--- src/sv/sha1_pkg.sv ---
// sha1_pkg: shared types, constants and a helper function for the sha-1 stream hasher
// depends on nothing; imported by sha1_ctrl, sha1_dpath and sha1_stream_hasher
package sha1_pkg;

	localparam int WORD_W     = 32;
	localparam int NUM_WORDS  = 5;
	localparam int BLK_WORDS  = 16;
	localparam int ROUNDS     = 80;

	localparam logic [6:0] ROUND_LAST = 7'(ROUNDS - 1);
	localparam logic [5:0] FILL_LAST  = 6'd63;
	localparam logic [5:0] FILL_PAD   = 6'd56;
	localparam logic [2:0] OUT_COUNT  = 3'(NUM_WORDS);

	localparam logic [31:0] K_R0 = 32'h5A827999;
	localparam logic [31:0] K_R1 = 32'h6ED9EBA1;
	localparam logic [31:0] K_R2 = 32'h8F1BBCDC;
	localparam logic [31:0] K_R3 = 32'hCA62C1D6;

	localparam logic [7:0] PAD_BYTE = 8'h80;

	typedef logic [1:0] byte_src_t;
	localparam byte_src_t SRC_DATA = 2'd0;
	localparam byte_src_t SRC_PAD  = 2'd1;
	localparam byte_src_t SRC_ZERO = 2'd2;
	localparam byte_src_t SRC_LEN  = 2'd3;

	typedef struct packed {
		logic      push;
		byte_src_t src;
		logic      count_msg;
		logic      latch_len;
		logic      round;
		logic      add;
		logic      add_final;
	} sha1_cmd_t;

	typedef struct packed {
		logic fill_last;
		logic fill_pad_end;
		logic round_last;
		logic out_busy;
	} sha1_sts_t;

	function automatic logic [31:0] init_word(input logic [2:0] idx);
		logic [31:0] w;
		case (idx)
			3'd0: w = 32'h67452301;
			3'd1: w = 32'hEFCDAB89;
			3'd2: w = 32'h98BADCFE;
			3'd3: w = 32'h10325476;
			3'd4: w = 32'hC3D2E1F0;
			default: w = 32'h0;
		endcase
		return w;
	endfunction

endpackage

--- src/sv/sha1_ctrl.sv ---
// sha1_ctrl: state machine that sequences absorb, padding, rounds and digest load
// depends on sha1_pkg; drives sha1_dpath through command and status structs
module sha1_ctrl
	import sha1_pkg::*;
(
	input  logic      clk,
	input  logic      arst_n,
	input  logic      in_valid,
	input  logic      operation,
	output logic      in_stall,
	input  sha1_sts_t sts,
	output sha1_cmd_t cmd
);

	localparam logic [2:0] ST_IDLE  = 3'd0;
	localparam logic [2:0] ST_PADZ  = 3'd1;
	localparam logic [2:0] ST_PADL  = 3'd2;
	localparam logic [2:0] ST_ROUND = 3'd3;
	localparam logic [2:0] ST_ADD   = 3'd4;

	logic [2:0] state_q, state_d;
	logic       fin_q, fin_d;
	logic       lenph_q, lenph_d;
	logic       accept;

	always_comb begin
		state_d  = state_q;
		fin_d    = fin_q;
		lenph_d  = lenph_q;
		in_stall = 1'b1;
		accept   = 1'b0;
		cmd      = '0;
		cmd.src  = SRC_DATA;
		case (state_q)
			ST_IDLE: begin
				in_stall = operation & sts.out_busy;
				accept   = in_valid & ~in_stall;
				if (accept) begin
					cmd.push = 1'b1;
					if (operation) begin
						cmd.src       = SRC_PAD;
						cmd.latch_len = 1'b1;
						fin_d         = 1'b1;
						state_d       = sts.fill_last ? ST_ROUND : ST_PADZ;
					end else begin
						cmd.src       = SRC_DATA;
						cmd.count_msg = 1'b1;
						if (sts.fill_last) begin
							state_d = ST_ROUND;
						end
					end
				end
			end
			ST_PADZ: begin
				if (sts.fill_pad_end) begin
					lenph_d = 1'b1;
					state_d = ST_PADL;
				end else begin
					cmd.push = 1'b1;
					cmd.src  = SRC_ZERO;
					if (sts.fill_last) begin
						state_d = ST_ROUND;
					end
				end
			end
			ST_PADL: begin
				cmd.push = 1'b1;
				cmd.src  = SRC_LEN;
				if (sts.fill_last) begin
					state_d = ST_ROUND;
				end
			end
			ST_ROUND: begin
				cmd.round = 1'b1;
				if (sts.round_last) begin
					state_d = ST_ADD;
				end
			end
			ST_ADD: begin
				cmd.add       = 1'b1;
				cmd.add_final = fin_q & lenph_q;
				if (!fin_q) begin
					state_d = ST_IDLE;
				end else if (lenph_q) begin
					fin_d   = 1'b0;
					lenph_d = 1'b0;
					state_d = ST_IDLE;
				end else begin
					state_d = ST_PADZ;
				end
			end
			default: begin
				state_d = ST_IDLE;
				fin_d   = 1'b0;
				lenph_d = 1'b0;
			end
		endcase
	end

	always_ff @(posedge clk or negedge arst_n) begin
		if (!arst_n) begin
			state_q <= ST_IDLE;
			fin_q   <= 1'b0;
			lenph_q <= 1'b0;
		end else begin
			state_q <= state_d;
			fin_q   <= fin_d;
			lenph_q <= lenph_d;
		end
	end

	// round loop always hands over to the chaining add
	a_round_to_add: assert property (@(posedge clk) disable iff (!arst_n)
		(state_q == ST_ROUND && sts.round_last) |=> (state_q == ST_ADD))
		else $error("round loop did not end in add");

	// length bytes only go out while a finish is in progress
	a_len_in_finish: assert property (@(posedge clk) disable iff (!arst_n)
		(state_q == ST_PADL) |-> fin_q)
		else $error("length padding outside finish");

	// a full block always starts the rounds
	a_full_starts: assert property (@(posedge clk) disable iff (!arst_n)
		(cmd.push && sts.fill_last) |=> (state_q == ST_ROUND))
		else $error("full block did not start compression");

endmodule

--- src/sv/sha1_dpath.sv ---
// sha1_dpath: block window, message schedule, round unit, chaining words and digest queue
// depends on sha1_pkg; commanded by sha1_ctrl
module sha1_dpath
	import sha1_pkg::*;
(
	input  logic        clk,
	input  logic        arst_n,
	input  sha1_cmd_t   cmd,
	input  logic [7:0]  data_byte,
	input  logic        out_stall,
	output sha1_sts_t   sts,
	output logic        out_valid,
	output logic [31:0] digest_word,
	output logic        last_word
);

	logic [5:0]  fill_q;
	logic [63:0] msg_q;
	logic [63:0] len_q;
	logic [23:0] asm_q;
	logic [31:0] win_q [BLK_WORDS];
	logic [31:0] a_q, b_q, c_q, d_q, e_q;
	logic [31:0] h_q [NUM_WORDS];
	logic [31:0] dig_q [NUM_WORDS];
	logic [6:0]  round_q;
	logic [2:0]  ocnt_q;

	logic [7:0]  byte_in;
	logic [31:0] sched_w;
	logic [31:0] sched_x;
	logic [31:0] f_val;
	logic [31:0] k_val;
	logic [31:0] t_val;
	logic [31:0] sum [NUM_WORDS];
	logic        word_done;
	logic        blk_full;
	logic        out_take;

	always_comb begin
		case (cmd.src)
			SRC_DATA: byte_in = data_byte;
			SRC_PAD:  byte_in = PAD_BYTE;
			SRC_ZERO: byte_in = 8'h00;
			SRC_LEN:  byte_in = len_q[63:56];
			default:  byte_in = 8'h00;
		endcase
	end

	assign word_done = cmd.push & (fill_q[1:0] == 2'b11);
	assign blk_full  = cmd.push & (fill_q == FILL_LAST);
	assign out_take  = out_valid & ~out_stall;

	assign sched_x = win_q[13] ^ win_q[8] ^ win_q[2] ^ win_q[0];
	assign sched_w = {sched_x[30:0], sched_x[31]};

	always_comb begin
		if (round_q < 7'd20) begin
			f_val = (b_q & c_q) | (~b_q & d_q);
			k_val = K_R0;
		end else if (round_q < 7'd40) begin
			f_val = b_q ^ c_q ^ d_q;
			k_val = K_R1;
		end else if (round_q < 7'd60) begin
			f_val = (b_q & c_q) | (b_q & d_q) | (c_q & d_q);
			k_val = K_R2;
		end else begin
			f_val = b_q ^ c_q ^ d_q;
			k_val = K_R3;
		end
	end

	assign t_val = {a_q[26:0], a_q[31:27]} + f_val + e_q + win_q[0] + k_val;

	assign sum[0] = h_q[0] + a_q;
	assign sum[1] = h_q[1] + b_q;
	assign sum[2] = h_q[2] + c_q;
	assign sum[3] = h_q[3] + d_q;
	assign sum[4] = h_q[4] + e_q;

	// control and architectural state
	always_ff @(posedge clk or negedge arst_n) begin
		if (!arst_n) begin
			fill_q  <= '0;
			msg_q   <= '0;
			round_q <= '0;
			ocnt_q  <= '0;
			for (int i = 0; i < NUM_WORDS; i++) begin
				h_q[i] <= init_word(3'(i));
			end
		end else begin
			if (cmd.push) begin
				fill_q <= fill_q + 6'd1;
			end
			if (cmd.latch_len) begin
				msg_q <= '0;
			end else if (cmd.count_msg) begin
				msg_q <= msg_q + 64'd1;
			end
			if (blk_full) begin
				round_q <= '0;
			end else if (cmd.round) begin
				round_q <= round_q + 7'd1;
			end
			if (cmd.add) begin
				for (int i = 0; i < NUM_WORDS; i++) begin
					h_q[i] <= cmd.add_final ? init_word(3'(i)) : sum[i];
				end
			end
			if (cmd.add_final) begin
				ocnt_q <= OUT_COUNT;
			end else if (out_take) begin
				ocnt_q <= ocnt_q - 3'd1;
			end
		end
	end

	// payload registers
	always_ff @(posedge clk) begin
		if (cmd.push) begin
			asm_q <= {asm_q[15:0], byte_in};
		end
		if (cmd.latch_len) begin
			len_q <= {msg_q[60:0], 3'b000};
		end else if (cmd.push && cmd.src == SRC_LEN) begin
			len_q <= {len_q[55:0], 8'h00};
		end
		if (word_done || cmd.round) begin
			for (int i = 0; i < BLK_WORDS - 1; i++) begin
				win_q[i] <= win_q[i + 1];
			end
			win_q[BLK_WORDS - 1] <= word_done ? {asm_q, byte_in} : sched_w;
		end
		if (blk_full) begin
			a_q <= h_q[0];
			b_q <= h_q[1];
			c_q <= h_q[2];
			d_q <= h_q[3];
			e_q <= h_q[4];
		end else if (cmd.round) begin
			a_q <= t_val;
			b_q <= a_q;
			c_q <= {b_q[1:0], b_q[31:2]};
			d_q <= c_q;
			e_q <= d_q;
		end
		if (cmd.add_final) begin
			for (int i = 0; i < NUM_WORDS; i++) begin
				dig_q[i] <= sum[i];
			end
		end else if (out_take) begin
			for (int i = 0; i < NUM_WORDS - 1; i++) begin
				dig_q[i] <= dig_q[i + 1];
			end
		end
	end

	assign out_valid   = (ocnt_q != 3'd0);
	assign digest_word = dig_q[0];
	assign last_word   = (ocnt_q == 3'd1);

	assign sts.fill_last    = (fill_q == FILL_LAST);
	assign sts.fill_pad_end = (fill_q == FILL_PAD);
	assign sts.round_last   = (round_q == ROUND_LAST);
	assign sts.out_busy     = out_valid;

	// a new digest never overwrites words still queued
	a_no_overwrite: assert property (@(posedge clk) disable iff (!arst_n)
		cmd.add_final |-> !sts.out_busy)
		else $error("digest loaded while previous digest pending");

	// queue count stays within the digest length
	a_ocnt_range: assert property (@(posedge clk) disable iff (!arst_n)
		ocnt_q <= OUT_COUNT)
		else $error("digest word count out of range");

	// bytes are never pushed in the middle of the round loop
	a_no_push_in_rounds: assert property (@(posedge clk) disable iff (!arst_n)
		cmd.round |-> !cmd.push)
		else $error("byte pushed during compression");

endmodule

--- src/sv/sha1_stream_hasher.sv ---
// sha1_stream_hasher: byte-wide sha-1 hasher; the 64th byte of a block starts the 80 rounds,
// one per cycle, then the chaining add, and the input stalls until the add is done
// finish pads with the 0x80 byte, zero bytes and the bit length and runs one or two
// compressions; the digest then comes out as five words as the output side takes them
// absorb words are accepted while digest words drain; a new finish waits for the queue
// arst_n restores the initial chaining words and clears byte and length counts
module sha1_stream_hasher
	import sha1_pkg::*;
(
	input  logic        clk,
	input  logic        arst_n,
	input  logic        in_valid,
	output logic        in_stall,
	input  logic        operation,
	input  logic [7:0]  data_byte,
	output logic        out_valid,
	input  logic        out_stall,
	output logic [31:0] digest_word,
	output logic        last_word
);

	sha1_cmd_t cmd;
	sha1_sts_t sts;

	sha1_ctrl u_ctrl (
		.clk       (clk),
		.arst_n    (arst_n),
		.in_valid  (in_valid),
		.operation (operation),
		.in_stall  (in_stall),
		.sts       (sts),
		.cmd       (cmd)
	);

	sha1_dpath u_dpath (
		.clk         (clk),
		.arst_n      (arst_n),
		.cmd         (cmd),
		.data_byte   (data_byte),
		.out_stall   (out_stall),
		.sts         (sts),
		.out_valid   (out_valid),
		.digest_word (digest_word),
		.last_word   (last_word)
	);

endmodule

--- config.mk ---
export PLATFORM = sky130hd
export DESIGN_NAME = sha1_stream_hasher
export DESIGN_NICKNAME = d
export VERILOG_FILES = /design/src/sv/sha1_pkg.sv /design/src/sv/sha1_ctrl.sv /design/src/sv/sha1_dpath.sv /design/src/sv/sha1_stream_hasher.sv
export SDC_FILE = /design/constraint.sdc
export NUM_CORES = 2
export LEC_CHECK = 0
export BUFFER_PORTS_ARGS = -buffer_cell sky130_fd_sc_hd__buf_4
export CELL_PAD_IN_SITES_DETAIL_PLACEMENT = 0
export CELL_PAD_IN_SITES_GLOBAL_PLACEMENT = 1
export CORE_ASPECT_RATIO = 1.1
export CORE_UTILIZATION = 53
export CTS_BUF_LIST = sky130_fd_sc_hd__clkbuf_16
export CTS_CLUSTER_SIZE = 16
export DETAILED_ROUTE_END_ITERATION = 10
export PLACE_DENSITY_LB_ADDON = 0.1
export SLEW_MARGIN = 25
export SYNTH_ARGS = -nofsm -noshare
export SYNTH_HDL_FRONTEND = slang
export SYNTH_SLANG_ARGS = --single-unit
--- constraint.sdc ---
create_clock -name clk -period 19.7 [get_ports clk]
set_input_delay 3.94 -clock clk [delete_from_list [all_inputs] [get_ports clk]]
set_output_delay 3.94 -clock clk [all_outputs]
set_load 0.02 [all_outputs]
# [Word-level counts from Yosys, hierarchy flattened]
# Memory sizes are Yosys's and may differ from the RTL's.
# Index checks and enable logic that the tools add are counted.
[word_totals] inputBits=13 wordCells=164 mem_count=2 reg_bits=490 output_inout_bits=35 ramBits=672
[op_classes] bitwise=27 muxes=69 n_lt_le_gt_ge=3 n_eq_ne=17 n_reduce_logical=14 add_sub_neg=13
[mem_list] memory="u_dpath.win_q" depth=16 word_bits=32 rd=16 rd_clocked_by_memory_dff=0 write_ports=16 line_no="sha1_dpath.sv:21" source="logic [31:0] win_q [BLK_WORDS];"
[mem_list] memory="u_dpath.dig_q" depth=5 word_bits=32 rd=5 rd_clocked_by_memory_dff=0 write_ports=5 line_no="sha1_dpath.sv:24" source="logic [31:0] dig_q [NUM_WORDS];"
[ops] op="2-to-1 mux 32 bit" count=25
[ops] op="adder 32 bit" count=9
[ops] op="2-to-1 mux 64 bit" count=4
[ops] op="XOR 32 bit" count=5
[ops] op="bitwise AND 32 bit" count=4
[ops] op="bitwise OR 32 bit" count=3
[ops] op="adder 64 x 1 -> 64 bit (second input constant)" count=1
[ops] op="inverter 32 bit" count=1
[ops] op="one-hot mux 8 bit (4 select lines)" count=1
[ops] op="2-to-1 mux 31 bit" count=1
[ops] op="2-to-1 mux 3 bit" count=9
[ops] op="2-to-1 mux 1 bit" count=19
[ops] op="one-hot mux 3 bit (5 select lines)" count=1
[ops] op="< comparator 7 x 6 -> 1 bit (second input constant)" count=2
[ops] op="2-to-1 mux 7 bit" count=2
[ops] op="equality test 6 bit (second input constant)" count=2
[ops] op="one-hot mux 3 bit (3 select lines)" count=1
[ops] op="nonzero test 2 bit" count=4
[ops] op="adder 7 x 1 -> 7 bit (second input constant)" count=1
[ops] op="equality test 7 bit (second input constant)" count=1
[ops] op="< comparator 7 x 5 -> 1 bit (second input constant)" count=1
[ops] op="adder 6 x 1 -> 6 bit (second input constant)" count=1
[ops] op="bitwise AND 1 bit" count=6
[ops] op="equality test 2 bit (second input constant)" count=3
[ops] op="20 further kinds" count=36

# [Logic depth before layout (Yosys ltp)]
[logic_depth] depth_word=12 mapped_depth=26 mapped_depth_nobuf=24

# [Hierarchy]
# From an unflattened synthesis, not the netlist that was laid out.
[unflattened] hier_cells=4483 area_unflattened_um2=55731.0
[by_module_without_submodules] module="sha1_dpath" seq_area_each_um2=33567.2 instances=1 area_each_um2=55364.3 cells_per_inst=4438
[by_module_without_submodules] module="sha1_ctrl" seq_area_each_um2=125.1 instances=1 area_each_um2=366.6 cells_per_inst=45

# [Least setup slack after synthesis]
# OpenSTA, ideal clock, no wires.
[synth_path] path_kind="input to register" start="input port operation" end="memory u_dpath.win_q[0][0] (enable)" slack_ns=0.212 n_path_buf=2 stages=8 required_ns=18.729 setup_time_ns=0.971 t_arrival_ns=18.518 path_cell_list="nand2_1 > and2_1 > o21ai_0 > a21oi_1 > and2_1 > buf_2 > clkbuf_1 > nand2b_1"
[synth_rtl] element="start, declared" line_no="sha1_stream_hasher.sv:14" source="input logic operation,"
[synth_rtl] element="end, declared" line_no="sha1_dpath.sv:21"

# [Worst setup path after layout]
[layout_path] start="input port operation" end="output port in_stall"
[layout_between] elab_chain_len=2
[layout_lines] element="bitwise AND 1 bit" line_no="sha1_ctrl.sv:36" source="in_stall = operation & sts.out_busy;"
[layout_lines] element="2-to-1 mux 1 bit" line_no="sha1_ctrl.sv:34" source="case (state_q)"
[layout_lines] element="end, declared" line_no="sha1_stream_hasher.sv:13" source="output logic in_stall,"
# Every way passes these cells.

==> impl_metrics.toml <==
[timing]
finalHoldViolCount = 0
timing.final.crit_share = 0.4308
setup_viol = 0
rsz0062_at_grt = "false"
finClkSkew_ns = 0.03731
drv_slew = 0
fin_crit_ns = 8.488
max_freq_mhz = 117.8
tns_ns = 0
tightest_slew_ns = 1.122
max_slew_margin = 0.2455

[synthesis]
yosysMostFrequentCell = "nand2_1"
yosys-top-cells-count = "nand2_1, edfxtp_1, o21ai_0"
syn-num-nets = 4964
async_flop_share = 0.2088
syn_area_per_cell_um2 = 12.05
synthTopCellsByArea = "edfxtp_1, dfrtp_1, nand2_1"
ys_ff_latch = 1159
synth-main-ff-cell = "edfxtp_1"
synth_top_area_share = 0.4940
ys_warn_count = 0
postSynthCellCount = 4625
seq_area_frac_synth = 0.6045
netlist_area_um2 = 55740
synth_cell_type_count = 83
yosysTopAreaCell = "edfxtp_1"
synth_edf_count = 917

[status]
status = "finished clean"

[clocking]
clkTransAtPathRegs_ns = 0.06
cts_tree = "yes"
cts_resized = 0
htree_levels = 3
holdBufCountCts = 0
cts-root-buf = "clkbuf_16"
cts_made_buffers = 118
clkSinkCount = 1159
cts_setup_buffers = 0
clockBufferDepth = 3
clk_latency_ns = 0.72

[die]
dieHeight_um = 342.1
dieArea_um2 = 106500
fp.dieW_um = 311.2
core_area_um2 = 104100
initial_core_util = 0.5354
rows = 124
boundaryPins = 48

[critical_path]
rrSetupSlack_ns = 12.27
ff2ff_path_depth = 23
cp_max_fo = 17
rr_startpoint = "u_dpath.round_q[2]$_DFFE_PN0P_"
arrival_ns = 4.55
crit_type = "primary input to primary output"
worstSetupEndpointType = "primary output"
worst_r2r_endpoint = "u_dpath.a_q[31]$_DFFE_PP_"
crit_path_start_kind = "primary input"
required_ns = 15.76

[detailed_routing]
num_vias = 34698
wl_per_cell_um = 22.17
drc = 0
routed_wl_mm = 136.1
drt.antenna.violating_nets = 0
via_per_inst = 5.653
dr.first_iter.drc_count = 2806
drt_pass1_iterations = 6

[placed_design]
port_buffers = 47
gp_congestion = 0.9156
dp_hpwl_mm = 92.97
dp.cells = 5912

[layout]
nets = 4986
fillCellCount = 8520
fin_cells = 6138
register_area_um2 = 33690
drive_gt1_frac = 0.08589
areaGrowthSynthToFinish_pct = 10.24
multi_input_area_um2 = 20420

[power_and_ir_drop]
cellPowerDensity_nw_per_um2 = 84.52
p_leak_nw = 25.51
ir_drop_uv = 82.57

[grt]
grt_pass1_vias = 34485
antenna_found_initial = 0
overflow = 0
grt_max_degree = 202
grt_util_all_layers = 0.2579
grt_first_pass_wirelength_mm = 208.1

[worst_hold_path]
hold_start = "u_dpath.win_q[15][2]$_DFFE_PP_"
holdCritPathClass = "flop to flop"
hold_path_depth = 0
min_to = "u_dpath.win_q[14][2]$_DFFE_PP_"

[flow_run]
drv_cap = 0
## where the power goes
part | total, mW | internal, mW | leakage, nW | switching, mW
sequential | 2.71 | 2.69 | 12.1 | 0.0186
clock | 2.29 | 1.33 | 2.01 | 0.964
combinational | 0.192 | 0.0484 | 11.4 | 0.144
## cells in the final DEF, fill, tap and decap left out, types with 102 or more instances in the layout
cell	count
nand2_1	937
inv_1	253
dfrtp_1	162
xnor2_1	236
a21oi_1	196
ha_1	207
fa_1	119
nor2_1	199
xor2_1	102
clkbuf_16	120
o21ai_0	259
edfxtp_1	917
## routing by layer
| metal | track usage | share of wire | vias up |
|---|---|---|---|
| met5 | 0 | 0 | - |
| met3 | 0.02705 | 0.046 | 177 |
| met4 | 0.07440 | 0.024 | 0 |
| met1 | 0.3708 | 0.46 | 17294 |
| met2 | 0.4183 | 0.47 | 814 |
| li1 | - | - | 16413 |
## critical path, cell delays in order
cell and delay [ns]:
buf_4 0.20, nand2_1 0.10, nand2_1 0.13, buf_4 0.16
## stage by stage
step	util	hold WS, ns	total power, mW	cell area, um2	setup WS, ns
global placement	0.5513	0.4004	2.952	57390	10.54
finish	0.5903	0.4082	5.194	61450	11.21
global route	0.5902	0.4113	5.358	61450	11.15
CTS	0.5899	0.4053	5.250	61410	11.21
detailed placement	0.5513	0.4045	2.953	57400	10.40
floorplan	-	0.4003	2.869	55740	0.2115
## worst max path at each step
| stage | from | to | slack (ns) | cells past startpoint |
|---|---|---|---|---|
| after floorplan | operation | u_dpath.win_q[0][0]$_DFFE_PP_ | 0.21 | 8 |
| after global placement | operation | u_dpath.win_q[5][4]$_DFFE_PP_ | 10.54 | 11 |
| after detailed placement | operation | u_dpath.win_q[11][4]$_DFFE_PP_ | 10.40 | 11 |
| after CTS | operation | in_stall | 11.21 | 4 |
| after global routing | operation | in_stall | 11.15 | 4 |
| final | operation | in_stall | 11.21 | 4 |
## registers in the layout, summed over array words and instances (netlist names)
| signal | flops |
|---|---|
| u_dpath.len_q | 61 |
| u_dpath.fill_q | 6 |
| u_dpath.win_q | 512 |
| u_dpath.msg_q | 61 |
| u_dpath.h_q | 160 |
| u_dpath.ocnt_q | 3 |
| u_ctrl.lenph_q | 1 |
| u_dpath.b_q | 32 |
| u_ctrl.fin_q | 1 |
| u_dpath.asm_q | 24 |
| u_dpath.dig_q | 160 |
| u_ctrl.state_q | 3 |
| u_dpath.round_q | 7 |
| u_dpath.c_q | 32 |
| u_dpath.e_q | 32 |
| u_dpath.d_q | 32 |
| u_dpath.a_q | 32 |
## cell type report
cell class	instances	share of cell area
Inverter	231	0.01411
Sequential cell	1159	0.5483
Tap cell	1386	0.02822
Multi-Input combinational cell	3048	0.3324
Clock inverter	103	0.01643
Antenna cell	2	0.00008144
Clock buffer	120	0.04887
Timing Repair Buffer	89	0.01165
## cell families after synthesis
kind of cell,count (synthesis),share of synthesized area
compound gates,892,0.1035
xor+xnor,338,0.05311
fa+ha+maj,326,0.08920
buf+inv,418,0.03104
flops,1159,0.6045
mux,45,0.008373
simple gates,1447,0.1103
Power figures use the tool's default switching activity.
